## config.mk

```make
export PLATFORM = sky130hd
export DESIGN_NAME = complement_byte_message_framer_top
export DESIGN_NICKNAME = d
export VERILOG_FILES = /design/src/hw/rtl/cbmf_pkg.sv /design/src/hw/rtl/complement_byte_message_framer_top.sv /design/src/hw/rtl/cbmf_front.sv /design/src/hw/rtl/cbmf_queue.sv /design/src/hw/rtl/cbmf_back.sv
export SDC_FILE = /design/constraint.sdc
export NUM_CORES = 1
export LEC_CHECK = 0
export BUFFER_PORTS_ARGS = -buffer_cell sky130_fd_sc_hd__buf_4
export CORE_MARGIN = 5
export CORE_UTILIZATION = 57
export DETAILED_ROUTE_END_ITERATION = 16
export PLACE_DENSITY = 0.77
export SYNTH_ARGS = -nofsm -noshare
export SYNTH_HDL_FRONTEND = slang
export SYNTH_SLANG_ARGS = --single-unit
```

## constraint.sdc

```tcl
create_clock -name clk_i -period 7.5 [get_ports clk_i]
set_clock_uncertainty 0.2 [all_clocks]
set_input_delay 1.5 -clock clk_i [delete_from_list [all_inputs] [get_ports clk_i]]
set_output_delay 1.5 -clock clk_i [all_outputs]
set_load 0.005 [all_outputs]
```

## src/hw/rtl/cbmf_pkg.sv

```systemverilog
// Shared types and constants for the complement byte message framer.
// Used by every module of the block; no dependencies.
package cbmf_pkg;

  localparam logic [1:0] OP_BYTE   = 2'd0;
  localparam logic [1:0] OP_LAST   = 2'd1;
  localparam logic [1:0] OP_EMPTY  = 2'd2;
  localparam logic [1:0] OP_UNUSED = 2'd3;

  localparam logic [7:0] HDR0 = 8'h55;
  localparam logic [7:0] HDR1 = 8'hFF;
  localparam logic [7:0] HDR2 = 8'h00;

  localparam int QDepth = 2;
  localparam int QPtrW  = $clog2(QDepth);
  localparam int QCntW  = $clog2(QDepth + 1);

  typedef struct packed {
    logic [1:0] opcode;
    logic [7:0] payload_byte;
  } in_t;

  typedef struct packed {
    logic [7:0] line_byte;
    logic       run_last;
    logic       frame_end;
  } out_t;

  typedef struct packed {
    logic       hdr;
    logic       pay;
    logic       tail;
    logic [7:0] pb;
    logic [7:0] sum;
  } cmd_t;

  typedef struct packed {
    logic full;
    logic empty;
  } q_stat_t;

  typedef enum logic [6:0] {
    PH_H0 = 7'b0000001,
    PH_H1 = 7'b0000010,
    PH_H2 = 7'b0000100,
    PH_PB = 7'b0001000,
    PH_PC = 7'b0010000,
    PH_SM = 7'b0100000,
    PH_SC = 7'b1000000
  } phase_e;

endpackage

```

## src/hw/rtl/complement_byte_message_framer_top.sv

```systemverilog
// Top level of the complement byte message framer: front end, command queue,
// back end. Depends on cbmf_pkg, cbmf_front, cbmf_queue and cbmf_back.
//
// Each input transfer becomes a run of line bytes sent at one byte per cycle,
// when the output is not stalled, through a registered output: a payload byte
// inside a frame becomes the byte and its complement, the first item of a frame
// adds three header bytes, and a last-byte or empty-message item adds the
// checksum and its complement (so 2 to 7 line bytes per item). A two-entry
// command queue lets new input transfers be taken while earlier bytes are still
// going out. Opcode 3 is taken and dropped without output or state change.
module complement_byte_message_framer_top import cbmf_pkg::*; (
  input  logic clk_i,
  input  logic rst_ni,
  input  logic in_valid_i,
  output logic in_stall_o,
  input  in_t  in_i,
  output logic out_valid_o,
  input  logic out_stall_i,
  output out_t out_o
);

  q_stat_t q_stat;
  logic    push, pop;
  cmd_t    push_cmd, head_cmd;

  cbmf_front u_front (
    .clk_i      (clk_i),
    .rst_ni     (rst_ni),
    .in_valid_i (in_valid_i),
    .in_stall_o (in_stall_o),
    .in_i       (in_i),
    .q_stat_i   (q_stat),
    .push_o     (push),
    .cmd_o      (push_cmd)
  );

  cbmf_queue u_queue (
    .clk_i       (clk_i),
    .rst_ni      (rst_ni),
    .push_i      (push),
    .push_data_i (push_cmd),
    .pop_i       (pop),
    .head_o      (head_cmd),
    .stat_o      (q_stat)
  );

  cbmf_back u_back (
    .clk_i       (clk_i),
    .rst_ni      (rst_ni),
    .head_i      (head_cmd),
    .q_stat_i    (q_stat),
    .pop_o       (pop),
    .out_valid_o (out_valid_o),
    .out_stall_i (out_stall_i),
    .out_o       (out_o)
  );

  a_frame_end_last: assert property (@(posedge clk_i) disable iff (!rst_ni)
    out_valid_o && out_o.frame_end |-> out_o.run_last)
    else $error("frame end byte not marked as last of its run");

  a_queue_stat: assert property (@(posedge clk_i) disable iff (!rst_ni)
    !(q_stat.full && q_stat.empty))
    else $error("queue reports full and empty at once");

  a_no_push_full: assert property (@(posedge clk_i) disable iff (!rst_ni)
    push |-> !q_stat.full)
    else $error("command pushed into a full queue");

  a_drop_unused: assert property (@(posedge clk_i) disable iff (!rst_ni)
    in_valid_i && !in_stall_o && in_i.opcode == OP_UNUSED |-> !push)
    else $error("unused opcode produced a command");

  a_pop_nonempty: assert property (@(posedge clk_i) disable iff (!rst_ni)
    pop |-> !q_stat.empty)
    else $error("pop from an empty queue");

endmodule

```

## src/hw/rtl/cbmf_front.sv

```systemverilog
// Front end: accepts input transfers, tracks frame state and running sum,
// and turns each item but opcode 3 into a queue command. Depends on cbmf_pkg.
module cbmf_front import cbmf_pkg::*; (
  input  logic    clk_i,
  input  logic    rst_ni,
  input  logic    in_valid_i,
  output logic    in_stall_o,
  input  in_t     in_i,
  input  q_stat_t q_stat_i,
  output logic    push_o,
  output cmd_t    cmd_o
);

  logic       in_frame_q, in_frame_d;
  logic [7:0] sum_q, sum_d;
  logic       accept;
  logic [7:0] sum_new;

  assign in_stall_o = q_stat_i.full;
  assign accept     = in_valid_i && !q_stat_i.full;
  assign push_o     = accept && (in_i.opcode != OP_UNUSED);

  always_comb begin
    cmd_o.hdr  = !in_frame_q;
    cmd_o.pay  = (in_i.opcode != OP_EMPTY);
    cmd_o.tail = (in_i.opcode != OP_BYTE);
    cmd_o.pb   = in_i.payload_byte;
    sum_new    = (in_frame_q ? sum_q : 8'h00) + (cmd_o.pay ? in_i.payload_byte : 8'h00);
    cmd_o.sum  = sum_new;
    in_frame_d = in_frame_q;
    sum_d      = sum_q;
    if (push_o) begin
      in_frame_d = !cmd_o.tail;
      sum_d      = cmd_o.tail ? 8'h00 : sum_new;
    end
  end

  always_ff @(posedge clk_i or negedge rst_ni) begin
    if (!rst_ni) begin
      in_frame_q <= 1'b0;
      sum_q      <= 8'h00;
    end else begin
      in_frame_q <= in_frame_d;
      sum_q      <= sum_d;
    end
  end

endmodule

```

## src/hw/rtl/cbmf_queue.sv

```systemverilog
// Short command queue between front and back end.
// Depends on cbmf_pkg for the command type and depth.
module cbmf_queue import cbmf_pkg::*; (
  input  logic    clk_i,
  input  logic    rst_ni,
  input  logic    push_i,
  input  cmd_t    push_data_i,
  input  logic    pop_i,
  output cmd_t    head_o,
  output q_stat_t stat_o
);

  cmd_t             mem_q [QDepth];
  logic [QPtrW-1:0] wr_ptr_q, rd_ptr_q;
  logic [QCntW-1:0] cnt_q, cnt_d;
  logic             do_push, do_pop;

  assign stat_o.full  = (cnt_q == QCntW'(QDepth));
  assign stat_o.empty = (cnt_q == '0);
  assign do_push      = push_i && !stat_o.full;
  assign do_pop       = pop_i && !stat_o.empty;
  assign head_o       = mem_q[rd_ptr_q];

  always_comb begin
    cnt_d = cnt_q;
    case ({do_push, do_pop})
      2'b10:   cnt_d = cnt_q + QCntW'(1);
      2'b01:   cnt_d = cnt_q - QCntW'(1);
      default: cnt_d = cnt_q;
    endcase
  end

  always_ff @(posedge clk_i) begin
    if (do_push) begin
      mem_q[wr_ptr_q] <= push_data_i;
    end
  end

  always_ff @(posedge clk_i or negedge rst_ni) begin
    if (!rst_ni) begin
      wr_ptr_q <= '0;
      rd_ptr_q <= '0;
      cnt_q    <= '0;
    end else begin
      if (do_push) wr_ptr_q <= wr_ptr_q + QPtrW'(1);
      if (do_pop)  rd_ptr_q <= rd_ptr_q + QPtrW'(1);
      cnt_q <= cnt_d;
    end
  end

endmodule

```

## src/hw/rtl/cbmf_back.sv

```systemverilog
// Back end: walks the head command through its line bytes, one per cycle
// while the output is not stalled, into the output register. Depends on cbmf_pkg.
module cbmf_back import cbmf_pkg::*; (
  input  logic    clk_i,
  input  logic    rst_ni,
  input  cmd_t    head_i,
  input  q_stat_t q_stat_i,
  output logic    pop_o,
  output logic    out_valid_o,
  input  logic    out_stall_i,
  output out_t    out_o
);

  phase_e     step_q, step_d, first_ph, cur, nxt;
  logic       started_q, started_d;
  logic       out_valid_q, out_valid_d;
  out_t       out_q, out_d;
  logic       load, last;
  logic [7:0] byte_v;

  always_comb begin
    first_ph = head_i.hdr ? PH_H0 : (head_i.pay ? PH_PB : PH_SM);
    cur      = started_q ? step_q : first_ph;
    nxt      = PH_H0;
    last     = 1'b0;
    byte_v   = 8'h00;
    case (cur)
      PH_H0: begin byte_v = HDR0; nxt = PH_H1; end
      PH_H1: begin byte_v = HDR1; nxt = PH_H2; end
      PH_H2: begin
        byte_v = HDR2;
        nxt    = head_i.pay ? PH_PB : PH_SM;
      end
      PH_PB: begin byte_v = head_i.pb; nxt = PH_PC; end
      PH_PC: begin
        byte_v = ~head_i.pb;
        nxt    = PH_SM;
        last   = !head_i.tail;
      end
      PH_SM: begin byte_v = head_i.sum; nxt = PH_SC; end
      PH_SC: begin byte_v = ~head_i.sum; last = 1'b1; end
      default: begin byte_v = 8'h00; last = 1'b1; end
    endcase
  end

  assign load  = !q_stat_i.empty && (!out_valid_q || !out_stall_i);
  assign pop_o = load && last;

  always_comb begin
    out_valid_d = out_valid_q && out_stall_i;
    out_d       = out_q;
    step_d      = step_q;
    started_d   = started_q;
    if (load) begin
      out_valid_d     = 1'b1;
      out_d.line_byte = byte_v;
      out_d.run_last  = last;
      out_d.frame_end = (cur == PH_SC);
      started_d       = !last;
      step_d          = nxt;
    end
  end

  always_ff @(posedge clk_i) begin
    out_q <= out_d;
  end

  always_ff @(posedge clk_i or negedge rst_ni) begin
    if (!rst_ni) begin
      out_valid_q <= 1'b0;
      started_q   <= 1'b0;
      step_q      <= PH_H0;
    end else begin
      out_valid_q <= out_valid_d;
      started_q   <= started_d;
      step_q      <= step_d;
    end
  end

  assign out_valid_o = out_valid_q;
  assign out_o       = out_q;

endmodule

```

## Word level (Yosys, flattened, before mapping)

Memory sizes are Yosys's and may differ from the RTL's.
Cells that the tools add are included.

- Bits in writable memories: 38
- Register bits after elaboration: 32
- Memories kept: 1
- Bits of input ports: 14

- Add/sub/neg operators: 5
- Equality and inequality tests: 12
- Bitwise logic cells: 2
- Mux-type cells: 13
- Reductions and logical operators: 20

Memory list:

| memory | depth | bits a word | read ports | clocked after Yosys merged registers in | wr ports | RTL line | source |
|---|---|---|---|---|---|---|---|
| u_queue.mem_q | 2 | 19 | 1 | 0 | 1 | cbmf_queue.sv:13 | `cmd_t mem_q [QDepth];` |

Operators with widths:

| operator | count |
|---|---|
| one-hot mux 8 bit (6 select lines) | 1 |
| one-hot mux 7 bit (6 select lines) | 1 |
| two-way mux 8 bit | 3 |
| NOT 8 bit | 2 |
| two-way mux 6 bit | 2 |
| adder 8 bit | 1 |
| logical NOT 1 bit | 8 |
| equality test 7 x 1 -> 1 bit (second input constant) | 1 |
| equality test 7 x 2 -> 1 bit (second input constant) | 1 |
| equality test 7 x 3 -> 1 bit (second input constant) | 1 |
| equality test 7 x 4 -> 1 bit (second input constant) | 1 |
| equality test 7 x 5 -> 1 bit (second input constant) | 1 |
| equality test 7 x 6 -> 1 bit (second input constant) | 1 |
| equality test 7 bit (second input constant) | 1 |
| logical AND 1 bit | 7 |
| two-way mux 7 bit | 1 |
| OR reduction 5 bit | 1 |
| equality test 2 bit (second input constant) | 2 |
| inequality test 2 bit (second input constant) | 2 |
| one-hot mux 2 bit (2 select lines) | 1 |
| nonzero test 2 bit | 2 |
| two-way mux 1 bit | 3 |
| adder 1 bit (second input constant) | 2 |
| adder 2 x 1 -> 2 bit (second input constant) | 1 |
| other kinds (5) | 5 |

## Longest topological paths before layout

Gate-level depths: netlist of run 1.
An unclocked memory read counts as a cell.

- Depth after elaboration: 11
- Gate-level depth with buffers: 11

## By module

From an unflattened synthesis of run 1, not the netlist that was laid out.

- Cell total of the unflattened synthesis: 294
- Area, all modules: 3529.6 um2

By module, submodules not included:

| module | times used | cells an instance | area each (um2) | seq. area each (um2) |
|---|---|---|---|---|
| cbmf_queue | 1 | 77 | 1569.0 | 1241.2 |
| cbmf_back | 1 | 118 | 1109.8 | 526.8 |
| cbmf_front | 1 | 99 | 850.8 | 225.2 |

## Least setup slack after synthesis of run 1

OpenSTA, ideal clock, no wires.

- Path type: input to register
- Start point: input in_valid_i
- End point: memory u_queue.mem_q[0][0] in the netlist's numbering, enable pin
- Required time: 6.905 ns
- Buffers on the path: 1
- Cell stages on the path: 4
- Slack: 3.922 ns
- Library setup time: 0.395 ns
- Arrival: 2.984 ns
- Cells stage by stage: a21boi_0 > nand2_1 > clkbuf_1 > nor2_1

- Cells in the longest elaborated chain, start to end: 5

Ends and longest elaborated chain:

| what | RTL line | source |
|---|---|---|
| start: declaration | complement_byte_message_framer_top.sv:14 | `input logic in_valid_i,` |
| logical AND 1 bit | cbmf_front.sv:20 | `assign accept = in_valid_i && !q_stat_i.full;` |
| logical AND 1 bit | cbmf_front.sv:21 | `assign push_o = accept && (in_i.opcode != OP_UNUSED);` |
| logical AND 1 bit | cbmf_queue.sv:20 | `assign do_push = push_i && !stat_o.full;` |
| two-way mux 1 bit | cbmf_queue.sv:34 | `if (do_push) begin` |
| two-way mux 1 bit (not written as such) | cbmf_queue.sv:35 | `mem_q[wr_ptr_q] <= push_data_i;` |
| end: declaration | cbmf_queue.sv:13 |  |

Every way passes these cells.

==> impl_metrics.tcl, run 1 <==
set metrics [dict create \
    status "completed" \
    final_common_cell "edfxtp_1" \
    yosysTopAreaCellShare_pct 41.4 \
    hold_class "flop to flop" \
    syn_area_sq_um 3480 \
    cts_buffers 9 \
    grt.total_usage_pct 20.5 \
    placeableCoreArea_sq_um 5920 \
    clockBufferDepth 2 \
    drtIter0Drc 175 \
    clk-insertion-delay-late_ps 340 \
    path_class "input pin to flop" \
    area_growth_pct 12.0 \
    critPathBufInv 2 \
    synth_mux_area_share_pct 5.89 \
    synth_seq_cells 70 \
    ctsResizeCount 0 \
    cts_hold_buf 0 \
    grt_overflow 0 \
    root_buffer "clkbuf_8" \
    regArea_sq_um 1990 \
    synthAdderAreaFrac_pct 3.45 \
    rsz0062_at_grt "no" \
    synth_compound_area_share_pct 12.6 \
    post-cts-setup-buffers 0 \
    period_needed_ps 3540 \
    arrival_ps 3560 \
    cts_tree "done" \
    async_flop_share_pct 31.4 \
    grt_max_degree 26 \
    hold_slack_ps 276 \
    synth.top_cells.by_area "edfxtp_1, dfrtp_1, nand2_1" \
    hold_viol 0 \
    synth_cells 299 \
    synth-main-ff-cell "edfxtp_1" \
    vdd_ir_drop_max_mv 0.217 \
    drv_slew 0 \
    critPathMostFrequentCell "nand2b_1" \
    synth.distinct_cells 53 \
    clkPwrFrac_pct 20.0 \
    setup_violations 0 \
    synth-simple-area-share_pct 14.5 \
    wl_per_cell_um 17.9 \
    relSlewSlack_pct 31.5 \
    io_buffers 25 \
    viasPerCell 6.04 \
    p_comb_share_pct 34.8 \
    drc 0 \
    pin_count 26 \
    die_x_um 88.2 \
    crit_path_start_kind "input pin" \
    tightestPinTransition_ps 1030 \
    leakage_nw 1.55 \
    drive_above_1_share_pct 17.6 \
    path_cells "buf_4 > nand2b_1 > and2_1 > ha_1 > inv_1 > fa_1 > nand2b_1 > a21oi_1 > or4_1 > nand3_1 > a22o_1" \
    crit_required_ps 7520 \
    h-tree-depth 3 \
    drt-total-wl_um 7240 \
    clkSinkCount 70 \
    max-cap-violations 0 \
    critPathMaxFanout 10 \
    syn_avg_cell_area_sq_um 11.7 \
    dr.pass1.iters 5 \
    place_congestion 0.909 \
    power_density_nw_per_um2 369 \
    yosys.area.top_type "edfxtp_1" \
    syn_nets 322 \
    p_int_mw 0.924 \
    multi_input_area_sq_um 1370 \
    fillers 464 \
    mostFrequentLayoutCells "edfxtp_1, nand2_1, buf_4, dfrtp_1, inv_1" \
    yosysSeqAreaShare_pct 57.2 \
    timing.final.crit_share_pct 47.1 \
    power.share.sequential_pct 45.1 \
    yosys.area_share.xor_xnor_pct 3.02 \
    cp_slowest_cell "fa_1" \
    p_sw_mw 0.517 \
    synth_top_family_by_area "simple AND/OR/NAND/NOR gates" \
    p_sw_share_pct 35.9 \
    initial_core_util_pct 58.9 \
    grt_pass1_vias 2399 \
    fin_nets 347 \
    die_area_sq_um 7780 \
    die_y_um 88.2 \
    ant_nets 0 \
    grt_pass1_wl_um 11900 \
    vias 2439 \
    rows 28 \
    crit_family "simple AND/OR/NAND/NOR gates" \
    yosysWarningCount 0 \
    max_freq_mhz 283 \
    final.setup.tns_ps 0 \
    synth_edf_count 48 \
    antenna_found_initial 0 \
    slowest_delay_ps 400 \
    antenna_cells 0 \
    hpwl_um 5160 \
    clk_pin_slew_ps 70 \
    end_kind "flop" \
]
## worst min-delay path, delay by kind of cell (launching register included)
family,cells,cell delay [ps]
and+or+nand+nor,1,40
DFF,1,340
AOI/OAI and AO/OA,1,60
## worst paths after layout
path	startpoint	to	slack [ps]	cells past startpoint
worst max-delay path	in_i[8]	u_front.sum_q[6]$_DFFE_PN0P_	3960	11
worst min-delay path	u_front.sum_q[0]$_DFFE_PN0P_	u_front.sum_q[0]$_DFFE_PN0P_	280	2
worst max register to register	u_queue.rd_ptr_q$_DFFE_PN0P_	u_queue.cnt_q[1]$_DFFE_PN0P_	4350	7
worst min register to register	u_front.sum_q[0]$_DFFE_PN0P_	u_front.sum_q[0]$_DFFE_PN0P_	280	2
max in group asynchronous	rst_ni	u_back.step_q[0]$_DFFE_PN1P_	5930	1
min in group asynchronous	rst_ni	u_back.step_q[4]$_DFFE_PN0P_	870	1
## flip-flops by register name, summed over array words and instances (netlist names)
register,cells
u_queue.mem_q,38
u_back.out_o,10
u_front.sum_q,8
u_back.step_q,7
u_queue.cnt_q,2
u_back.out_valid_o,1
u_back.started_q,1
u_front.in_frame_q,1
u_queue.rd_ptr_q,1
u_queue.wr_ptr_q,1
## through the flow
stage	utilization [%]	worst slack, ps	instances	power [mW]	area (sq um)
2_1_floorplan	-	3920	299	0.988	3480
3_3_place_gp	62.8	3750	388	1.13	3720
3_5_place_dp	62.8	3630	388	1.16	3720
4_1_cts	65.9	3990	404	1.45	3900
5_1_grt	65.9	3840	404	1.54	3900
6_report	65.9	3960	404	1.44	3900
## cell usage after synthesis (all sizes together) (6+ instances only)
cell type	count
buf	6
clkbuf	7
nand2b	6
ha	8
and2	13
o21ai	15
nor2	13
mux2i	7
a21oi	10
edfxtp	48
xnor2	7
mux2	12
o22ai	8
nand3	6
dfrtp	21
inv	15
nand2	39
## logic make-up (layout without fill, tap and decap cells)
group / count (synthesis) / count (layout)
xor+xnor: 12 / 12
compound gates: 64 / 64
buf+inv: 28 / 58
fa+ha+maj: 9 / 9
flops: 70 / 70
mux: 19 / 19
simple gates: 97 / 97
## layer usage
layer / vias up / GRT usage [%] / part of all wire (%)
li1: 1154 / - / -
met1: 1172 / 27.1 / 44
met2: 90 / 32.7 / 48
met3: 23 / 4.52 / 5.9
met4: 0 / 8.79 / 2.2
met5: - / 0 / 0
## layout make-up
class                           instances  share of cell area [%]
Clock inverter                          4                    1.22
Clock buffer                           12                    3.46
Sequential cell                        70                    51.1
Timing Repair Buffer                   27                    5.19
Multi-Input combinational cell        201                    35.2
Tap cell                               75                    2.40
Inverter                               15                    1.44
## power by group through the flow
| stage | clock [mW] | combinational (mW) | sequential (mW) |
|---|---|---|---|
| floorplan | 0 | 0.393 | 0.595 |
| global placement | 0 | 0.482 | 0.651 |
| detailed placement | 0 | 0.496 | 0.659 |
| CTS | 0.294 | 0.502 | 0.651 |
| global route | 0.313 | 0.558 | 0.666 |
| finish | 0.289 | 0.502 | 0.651 |
Power figures use the tool's default switching activity.
==> run 2, diff against run 1 <==
- ABC_AREA: default -> 1
- CORE_UTILIZATION: 57 -> 54
- PLACE_DENSITY: 0.77 -> 0.76
- clock period: 7.5 -> 3.1 ns (I/O delays scaled with it)
==> run 2 against run 1 <==
Effect of this change: hold slack better by 0.98 ps; combinational power rose to 2.9 times the previous value; flip-flop and latch count stayed put; global-route usage down 4.4 points; largest power group unchanged.
==> impl_metrics.tcl, run 2 <==
set metrics [dict create \
    status "completed" \
    syn_nets 369 \
    pin_count 26 \
    yosysTopAreaCellShare_pct 40.3 \
    crit_path_start_kind "input pin" \
    largest_reg_flops 38 \
    die_x_um 91.4 \
    async_flop_share_pct 31.4 \
    synth_seq_cells 70 \
    period_needed_ps 2700 \
    power_density_nw_per_um2 891 \
    die_area_sq_um 8350 \
    arrival_ps 2570 \
    reg2reg_to "u_queue.cnt_q[1]$_DFFE_PN0P_" \
    synth_edf_count 48 \
    ant_nets 0 \
    r2r_slack_ps 420 \
    hold_depth 2 \
    crit_required_ps 2980 \
    end_kind "flop" \
    drc 0 \
    rows 29 \
    relSlewSlack_pct 67.5 \
    top_layer "met4" \
    dr.pass1.iters 4 \
    drive_above_1_share_pct 20.1 \
    clk-insertion-delay-late_ps 330 \
    grt_pass1_vias 2302 \
    synth.most_common_cell "nand2_1" \
    rsz0062_at_grt "no" \
    synth.distinct_cells 41 \
    antenna_cells 0 \
    clkSinkCount 70 \
    clk_pin_slew_ps 70 \
    grt.total_usage_pct 16.1 \
    leakage_nw 1.90 \
    mostFrequentLayoutCells "nand2_1, edfxtp_1, inv_1, nor2_1, buf_4" \
    timing.final.crit_share_pct 86.9 \
    cts_buffers 9 \
    hpwl_um 4820 \
    antenna_found_initial 0 \
    drt-met1-wl_um 3050 \
    max-cap-violations 0 \
    synth_cells 346 \
    largest_register "u_queue.mem_q" \
    placeableCoreArea_sq_um 6390 \
    netlist_top_cells_count "nand2_1, edfxtp_1, inv_1" \
    syn_area_sq_um 3580 \
    path_class "input pin to flop" \
    grt_max_degree 23 \
    tightestPinTransition_ps 485 \
    final.setup.tns_ps 0 \
    hold_viol 0 \
    drtIter0Drc 169 \
    fin_nets 406 \
    drt-total-wl_um 6390 \
    syn_avg_cell_area_sq_um 10.3 \
    io_buffers 25 \
    r2r_start "u_queue.rd_ptr_q$_DFFE_PN0P_" \
    clockBufferDepth 2 \
    viasPerCell 5.23 \
    yosys.area.top_type "edfxtp_1" \
    final_common_cell "nand2_1" \
    final_core_util_pct 63.9 \
    root_buffer "clkbuf_8" \
    synth.top_cells.by_area "edfxtp_1, dfrtp_1, nand2_1" \
    met2WireLength_um 2950 \
    grt_pass1_wl_um 10900 \
    max_freq_mhz 371 \
    drv_slew 0 \
    yosysWarningCount 0 \
    critPathMaxFanout 7 \
    min_from "u_queue.cnt_q[1]$_DFFE_PN0P_" \
    met3WireLength_um 339 \
    reg2reg_depth 16 \
    initial_core_util_pct 56.0 \
    vdd_ir_drop_max_mv 0.517 \
    hold_class "flop to flop" \
    yosysSeqAreaShare_pct 55.7 \
    hold_slack_ps 277 \
    vias 2430 \
    area_growth_pct 14.1 \
    h-tree-depth 3 \
    whs_endpoint "u_back.out_valid_o$_DFF_PN0_" \
    synth-main-ff-cell "edfxtp_1" \
    grt_overflow 0 \
    wl_per_cell_um 13.7 \
    setup_violations 0 \
    place_congestion 0.879 \
    ctsResizeCount 0 \
    cts_tree "done" \
    die_y_um 91.4 \
]
==> run 2: changes by cell type in the layout (fill, tap and decap cells not counted), moves of 7 or more <==
cell / previous run / this run
nand2_1: 39 / 78
inv_1: 15 / 39
nor2_1: 13 / 32
and2_1: 13 / 1
mux2_2: 12 / 0
o21ai_1: 1 / 11
mux2i_1: 7 / 16
o22ai_1: 8 / 1
==> run 2: worst max-delay path by stage <==
stage	start	end	slack [ps]	depth (start not counted)
after CTS	u_queue.rd_ptr_q$_DFFE_PN0P_	u_queue.cnt_q[1]$_DFFE_PN0P_	410	16
after global placement	in_i[8]	u_queue.mem_q[0][7]$_DFFE_PP_	140	13
after global routing	in_i[8]	u_queue.mem_q[0][7]$_DFFE_PP_	160	13
after detailed placement	in_i[8]	u_queue.mem_q[0][7]$_DFFE_PP_	60	13
final	in_i[8]	u_queue.mem_q[1][7]$_DFFE_PP_	400	13
after floorplan	in_i[9]	u_queue.mem_q[0][7]$_DFFE_PP_	470	13
==> run 2: power breakdown <==
group	internal [mW]	switching [mW]	leakage (nW)	total [mW]
combinational	0.572	0.880	1.07	1.45
sequential	1.34	0.140	0.730	1.48
clock	0.392	0.313	0.0980	0.705
total	2.30	1.33	1.90	3.64
==> run 2: kinds of logic after synthesis <==
logic type / after synthesis / share of synthesized area, %
simple gates: 146 / 21.0
mux: 16 / 4.48
fa+ha+maj: 9 / 3.36
compound gates: 46 / 7.45
flops: 70 / 55.7
xor+xnor: 8 / 1.96
buf+inv: 51 / 6.09
==> run 2: timing repair <==
action                    4_1_cts  5_1_grt
setup buffers                   0        0
hold endpoints to repair       21        0
hold buffers                    1        0
==> run 2: layout make-up <==
type                            instances  area, sq um
Fill cell                             519         2300
Sequential cell                        70         1990
Multi-Input combinational cell        225         1370
Timing Repair Buffer                   32          255
Inverter                               45          179
Clock buffer                           12          145
Tap cell                               77         96.3
Clock inverter                          4         47.5
==> run 2: layer usage <==
| metal | GRT usage [%] | vias up |
|---|---|---|
| met5 | 0 | - |
| met4 | 4.65 | 0 |
| met3 | 3.80 | 8 |
| met2 | 25.1 | 52 |
| met1 | 22.6 | 1144 |
| li1 | - | 1226 |
==> run 2: per-stage QoR <==
step	power (mW)	cell area, sq um	setup WS [ps]	std cells
floorplan	2.56	3580	470	346
global placement	2.92	3880	135	448
detailed placement	2.97	3880	64.7	448
CTS	3.67	4080	413	465
global route	3.91	4080	159	465
finish	3.64	4080	405	465
==> run 2: worst max-delay path, cell delays in order <==
cell     delay (ps)
buf_4           120
nor2_1          390
inv_1           160
nand2_1         140
inv_1            50
ha_1            280
nand3_1          80
nand2_1          90
a21oi_1         200
o21ai_0         100
nand2_1          80
nand3_1          80
and2_1          180
==> run 3, diff against run 2 <==
- CTS_BUF_LIST: default -> sky130_fd_sc_hd__clkbuf_16
==> run 3 against run 2 <==
Effect of this change: the run now ends with hold timing left; critical path depth is the same; core utilization is 1.3 points higher; non-clock buffer count shrank 1; die area is the same; power rose by 7.3%; first-iteration DRC count shrank 9.5%; critical path type unchanged.
==> impl_metrics.tcl, run 3 (synthesis gave the netlist of run 2 again) <==
set metrics [dict create \
    die_y_um 91.4 \
    hold_slack_ps -5.56 \
    vdd_ir_drop_max_mv 0.497 \
    final.setup.tns_ps 0 \
    post-cts-setup-buffers 0 \
    p_int_mw 2.52 \
    hpwl_um 4820 \
    crit_path_start_kind "input pin" \
    wl_per_cell_um 14.3 \
    dpl_worst_slack_ps 64.7 \
    clkPwrFrac_pct 24.6 \
    tightestPinTransition_ps 485 \
    grt_pass1_wl_um 11200 \
    drive_above_1_share_pct 19.9 \
    timing.final.crit_share_pct 87.9 \
    root_buffer "clkbuf_16" \
    hold_class "input pin to async pin" \
    cts_buffers 9 \
    clk-insertion-delay-late_ps 320 \
    p_sw_share_pct 35.3 \
    drtIter0Drc 153 \
    dpl_cell_area_sq_um 3880 \
    ant_nets 0 \
    largest_reg_flops 38 \
    power_density_nw_per_um2 937 \
    pin_count 26 \
    critPathMaxFanout 7 \
    end_kind "flop" \
    rsz0062_at_grt "no" \
    drv_slew 0 \
    viasPerCell 5.30 \
    drt-total-wl_um 6650 \
    mostFrequentLayoutCells "nand2_1, edfxtp_1, inv_1, nor2_1, buf_4" \
    fin_nets 405 \
    h-tree-depth 3 \
    arrival_ps 2600 \
    crit_required_ps 2970 \
    grt_overflow 0 \
    clockBufferDepth 2 \
    final_core_util_pct 65.2 \
    period_needed_ps 2720 \
    drc 0 \
    slowest_delay_ps 390 \
    cp_slowest_cell "nor2_1" \
    grt_pass1_vias 2338 \
    placeableCoreArea_sq_um 6390 \
    violations "hold timing" \
    largest_register "u_queue.mem_q" \
    io_buffers 25 \
    grt_max_degree 23 \
    relSlewSlack_pct 67.6 \
    die_area_sq_um 8350 \
    area_growth_pct 16.4 \
    clk_pin_slew_ps 50 \
    ctsResizeCount 0 \
    place_congestion 0.879 \
    rows 29 \
    initial_core_util_pct 56.0 \
    vias 2458 \
    path_cells "buf_4 > nor2_1 > inv_1 > nand2_1 > inv_1 > ha_1 > nand3_1 > nand2_1 > a21oi_1 > o21ai_0 > nand2_1 > nand3_1 > and2_1" \
    critPathMostFrequentCell "nand2_1" \
    setup_ws_ps 375 \
    antenna_cells 0 \
    cts_hold_buf 0 \
    power.share.sequential_pct 38.0 \
    leakage_nw 1.94 \
    max_freq_mhz 367 \
    dr.pass1.iters 4 \
    final_area_sq_um 4160 \
    antenna_found_initial 0 \
    setup_violations 0 \
    path_class "input pin to flop" \
    final_common_cell "nand2_1" \
    hold_viol 15 \
    cts_tree "done" \
    p_sw_mw 1.38 \
    die_x_um 91.4 \
    status "finished, violations left" \
    clkSinkCount 70 \
    p_comb_share_pct 37.4 \
    max-cap-violations 0 \
    grt.total_usage_pct 17.1 \
]
-- run 3: cell count changes in the layout (fill, tap and decap cells not counted) --
cell           delta
dlygate4sd3_1     -1
clkbuf_1          -2
clkbuf_8         -10
inv_1             +2
clkinv_1          +1
clkbuf_16         +9
-- run 3: worst paths after layout --
kind | slack [ps] | to | cells after the start | start
setup / recovery | 380 | u_queue.mem_q[0][7]$_DFFE_PP_ | 13 | in_i[8]
hold / removal | -6 | u_queue.cnt_q[1]$_DFFE_PN0P_ | 1 | rst_ni
setup reg to reg | 430 | u_queue.cnt_q[1]$_DFFE_PN0P_ | 16 | u_queue.rd_ptr_q$_DFFE_PN0P_
hold reg to reg | 280 | u_back.out_valid_o$_DFF_PN0_ | 2 | u_queue.cnt_q[1]$_DFFE_PN0P_
max in group asynchronous | 2410 | u_back.step_q[0]$_DFFE_PN1P_ | 1 | rst_ni
min in group clk_i | 280 | u_back.out_valid_o$_DFF_PN0_ | 2 | u_queue.cnt_q[1]$_DFFE_PN0P_
-- run 3: critical path: cells and delay by family --
| kind | cells | cell delay [ps] |
|---|---|---|
| compound gates | 2 | 310 |
| fa+ha+maj | 1 | 280 |
| buf+inv | 3 | 330 |
| simple gates | 7 | 1060 |
-- run 3: area by class of cell --
| class | instances | area, sq um |
|---|---|---|
| well taps | 77 | 96.3 |
| flip-flops and latches | 70 | 1990 |
| fillers | 508 | 2220 |
| clock buffers | 9 | 225 |
| multi-input cells | 225 | 1370 |
| clock inverters | 7 | 58.8 |
| inverters | 45 | 179 |
| repair buffers | 31 | 245 |
-- run 3: per-stage QoR --
stage	power (mW)	instances
floorplan	2.56	346
global placement	2.92	448
detailed placement	2.97	448
CTS	3.94	464
global route	4.17	464
finish	3.90	464
-- run 3: power by group through the flow --
| stage | sequential, mW | clock, mW | combinational, mW |
|---|---|---|---|
| 6_report | 1.48 | 0.958 | 1.46 |
| 2_1_floorplan | 1.45 | 0 | 1.11 |
| 5_1_grt | 1.51 | 1.03 | 1.63 |
| 3_5_place_dp | 1.50 | 0 | 1.47 |
| 3_3_place_gp | 1.49 | 0 | 1.44 |
| 4_1_cts | 1.48 | 0.978 | 1.47 |
-- run 3: routing by layer --
layer  part of all wire, %  up-vias  global-route usage [%]
met3                   6.0       13                    5.21
met5                     0        -                       0
met4                   1.9        0                    6.60
met1                    45     1157                    22.5
met2                    47       69                    26.5
li1                      -     1219                       -
